[src/olt_ram.sv]
// ----------------------------------------------------------------------------
// olt_ram
// Generic simple dual-port RAM, one write and one registered read port.
// ----------------------------------------------------------------------------
module olt_ram #(
	parameter int WIDTH = 8,
	parameter int DEPTH = 16
) (
	input  logic                     clk,
	input  logic                     we,
	input  logic [$clog2(DEPTH)-1:0] waddr,
	input  logic [WIDTH-1:0]         wdata,
	input  logic [$clog2(DEPTH)-1:0] raddr,
	output logic [WIDTH-1:0]         rdata
);
	logic [WIDTH-1:0] mem_q [DEPTH];

	always_ff @(posedge clk) begin
		if (we) begin
			mem_q[waddr] <= wdata;
		end
		rdata <= mem_q[raddr];
	end
endmodule

[config.mk]
export PLATFORM = sky130hd
export DESIGN_NAME = olt_ram
export DESIGN_NICKNAME = d
export VERILOG_FILES = /design/src/olt_ram.sv
export SDC_FILE = /design/constraint.sdc
export NUM_CORES = 1
export LEC_CHECK = 0
export BUFFER_PORTS_ARGS = -buffer_cell sky130_fd_sc_hd__buf_2
export CORE_AREA = 2 2 134 136
export CTS_BUF_LIST = sky130_fd_sc_hd__clkbuf_4
export CTS_CLUSTER_SIZE = 14
export DETAILED_ROUTE_END_ITERATION = 12
export DIE_AREA = 0 0 136 138
export HOLD_SLACK_MARGIN = 0.12
export PLACE_DENSITY = 0.47
export SLEW_MARGIN = 0
export SYNTH_ARGS = -nofsm -noshare
export SYNTH_HDL_FRONTEND = slang
export SYNTH_SLANG_ARGS = --single-unit
[constraint.sdc]
create_clock -name clk -period 1.6 [get_ports clk]
set_input_delay 0.08 -clock clk [delete_from_list [all_inputs] [get_ports clk]]
set_output_delay 0.08 -clock clk [all_outputs]
set_load 0.02 [all_outputs]
# Word level (Yosys, flattened, before mapping)
# Memory sizes are Yosys's and may differ from the RTL's. A register that Yosys moved wholly into a read port is not among the register bits.
# Index checks and enable logic that the tools add are counted.
[word_totals]
memories = 1
ff_bits = 0
ramBits = 128
in_bits = 18
word_cells = 3
[mem_list]
columns = ["name", "words", "width", "read_ports", "rd_clocked_by_memory_dff", "wr", "line", "rtl"]
rows = [
  ["mem_q", 16, 8, 1, 1, 1, "16", "logic [WIDTH-1:0] mem_q [DEPTH];"],
]
[op_classes]
n_mux = 2
[ops]
columns = ["cell", "n"]
rows = [
  ["1-bit two-way mux", 2],
]

# Longest topological paths before layout
[depth]
depth_word = 2
mapped_depth = 5

# Worst setup path after synthesis
# No wires, ideal clock.
[synth_timing]
path_type = "in2reg"
from = "input port waddr[2]"
to = "memory mem_q[0][0] (enable)"
setup_time_ns = 0.383
arrival_time_ns = 1.190
t_required_ns = 1.217
stages = 2
n_path_buf = 0
slack_ns = 0.027
cell_sequence = "or3b_2 > nor3_1"
[synth_lines]
columns = ["item", "line", "rtl"]
rows = [
  ["start, declared", "11", "input logic [$clog2(DEPTH)-1:0] waddr,"],
  ["end, declared", "16", ""],
]
# Straight into the memory's write port.

==> results.yml <==
yosys:
  synthFlopType: "edfxtp_1"
  ys_seq_area_share_pct: 77.8
  synthesis.area_um2: 5150
  synth_area_leader_cell: "edfxtp_1"
  synth_most_common_cell: "edfxtp_1"
  synth_edf_count: 128
  ys_top_cells_by_count: "edfxtp_1, mux4_2, a22oi_1, mux4_1, nor2_1"
  yosysTopAreaCellShare_pct: 74.7
  synth_cell_types: 19
  synth_seq_cells: 136
  ys_async_sr_fraction_pct: 0
  synth.avg_cell_area_um2: 22.5
  synth_cells: 229
  syn_nets: 247
  synthTopCellsByArea: "edfxtp_1, mux4_2, mux4_1, dfxtp_1, a22oi_1"
  yosys_warnings: 0
flow_run:
  drv_cap: 0
layout:
  diodes: 0
  syn_to_final_growth_pct: 22.2
  drive_gt1_share_pct: 31.8
  final_util_pct: 35.9
  nets: 319
clock_tree:
  root_buffer: "clkbuf_4"
  cts.sinks: 136
  cts_tree: "built"
  htreeDepth: 4
  clk_pin_slew_ns: 0.11
  numCtsBuffers: 17
  clock_latency_ns: 0.52
  clock_path_buffers: 2
  post-cts-setup-buffers: 0
critical_path:
  cp_max_fo: 8
  cpMaxStageDelayCell: "dlygate4sd3_1"
  cp_slowest_stage_delay_ns: 0.55
  critPathBufInv: 4
  cp-start-kind: "input pin"
  criticalPathCategory: "input pin to flip-flop"
  crit_family: "buffers and inverters"
  cp_cell_sequence: "dlygate4sd3_1, buf_2, nor2b_1, dlygate4sd3_1, buf_4, a22oi_1, nand2_1"
  crit_top_cell: "dlygate4sd3_1"
  critPathArrivalTime_ns: 1.91
  required_ns: 2.01
  critPathCaptureType: "flip-flop"
power_and_ir_drop:
  combPwrFrac_pct: 5.6
  p_int_uw: 6340
  p_leak_uw: 0.00213
  p_sw_share_pct: 18.9
  powerDensity_nw_per_um2: 1240
  seqPwrFrac_pct: 51.2
  net-switching-power_uw: 1480
  clkPwrFrac_pct: 43.1
  ir_drop_uv: 493
hold_path:
  worstHoldPathType: "input pin to flip-flop"
timing:
  slew_viol_final: 0
  post-route-min-period_ns: 1.50
  setup_viol: 0
  hold_viol: 0
  relSlewSlack_pct: 43.6
  worst_pin_slew_ns: 0.843
  rsz0062_at_grt: "false"
  fin_ws_ns: 0.0999
  holdWs_ns: 0.214
  fin_crit_sh_pct: 93.8
  fin_tns_setup_ns: 0
  fin_skew_ns: 0.0124
  max_freq_mhz: 667
floorplanning:
  dieHeight_um: 138
  num_rows: 49
  pin_count: 26
  dieArea_um2: 18800
  die_w_um: 136
  start_util_pct: 29.4
  design.core.area_um2: 17500
routing:
  avgRoutedWirePerCell_um: 19.5
  vias: 2466
  routed_wl_mm: 10.6
  vias_per_cell: 4.54
  drc: 0
  dr.pass1.iters: 4
  ant_nets: 0
  drtIter0Drc: 205
grt:
  grt_usage_pct: 12.3
  grt_overflow_total: 0
  grt_max_degree: 33
  met2_usage_pct: 18.2
  grt_pass1_wl_mm: 16.1
  grt_util_met3_pct: 3.26
  grt_antenna_before_repair: 0
  gr-max-usage-layer: "met2"
  groute.layer.met1.usage_pct: 17.1
  grt_pass1_vias: 2659
run_status:
  outcome: "complete, no violations"
placement:
  portBuffers: 25
  dp_slack_ns: 0.0217
  dp_hpwl_mm: 7.16
  gp_congestion: 0.749
==> area by class of cell <==
class	count	area, um2
clock buffer	17	128
multi-input combinational	83	1060
fill	1654	11200
clock inverter	15	327
tap	229	287
timing repair buffer	63	483
sequential	136	4000
==> registers in the layout, summed over array words and instances, names as in the netlist <==
name,cells
mem_q,128
rdata,8
==> worst reg2reg max path: cells and delay by family (launching register included) <==
family / cells / cell delay [ns]
flops: 1 / 0.36
mux: 1 / 0.51
compound gates: 1 / 0.35
simple gates: 1 / 0.09
==> final timing paths <==
| path | from | endpoint | slack [ns] | depth (start not counted) |
|---|---|---|---|---|
| min | waddr[2] | mem_q[7][1] | 0.21 | 4 |
| max reg2reg | mem_q[1][2] | rdata[2] | 0.19 | 3 |
| max | raddr[3] | rdata[4] | 0.1 | 7 |
| min reg2reg | mem_q[15][2] | rdata[2] | 0.68 | 3 |
==> metrics by stage <==
stage               instances  total power [uW]  area, um2
CTS                       543              7900       6280
finish                    543              7810       6290
global route              543              8070       6290
global placement          497              4500       5690
detailed placement        497              4510       5690
floorplan                 229              4310       5150
==> cell usage in the layout (no fill, tap or decap), types with 3 or more instances in the layout <==
cell type      netlist  final
edfxtp_1           128    128
buf_2                3     25
buf_4                1     21
mux4_2              18     18
clkbuf_4             0     17
a22oi_1             16     15
mux4_1              14     14
dlygate4sd3_1        0     14
nor2_1              13     13
bufinv_16            0     10
nand2_1              9      9
dfxtp_1              8      8
nor3_1               4      4
clkinv_2             0      3
buf_12               0      3
==> power by group through the flow <==
stage               Clock [uW]  Combinational, uW  Sequential [uW]
global placement             0                414             4090
CTS                       3450                447             4010
floorplan                    0                202             4100
detailed placement           0                421             4090
finish                    3370                438             4010
global route              3580                479             4010
==> what timing repair did <==
action                                  4_1_cts  5_1_grt
endpoints found under the setup margin        0        1
hold endpoints to repair                    165        0
resized for setup                             0        1
hold buffers                                 14        0
==> layer usage <==
metal | vias to the layer above | part of all wire [%]
li1 | 1120 | -
met1 | 1280 | 48
met2 | 57 | 47
met3 | 9 | 3.9
met4 | 0 | 1.3
met5 | - | 0
==> kinds of logic (layout without fill, tap and decap cells) <==
group / after synthesis / count (layout) / synth area share (%)
flops: 136 / 136 / 77.8
compound gates: 16 / 16 / 2.33
simple gates: 35 / 35 / 3.18
mux: 32 / 32 / 15.0
buf+inv: 10 / 95 / 1.68
(Power assumes the default switching activity.)
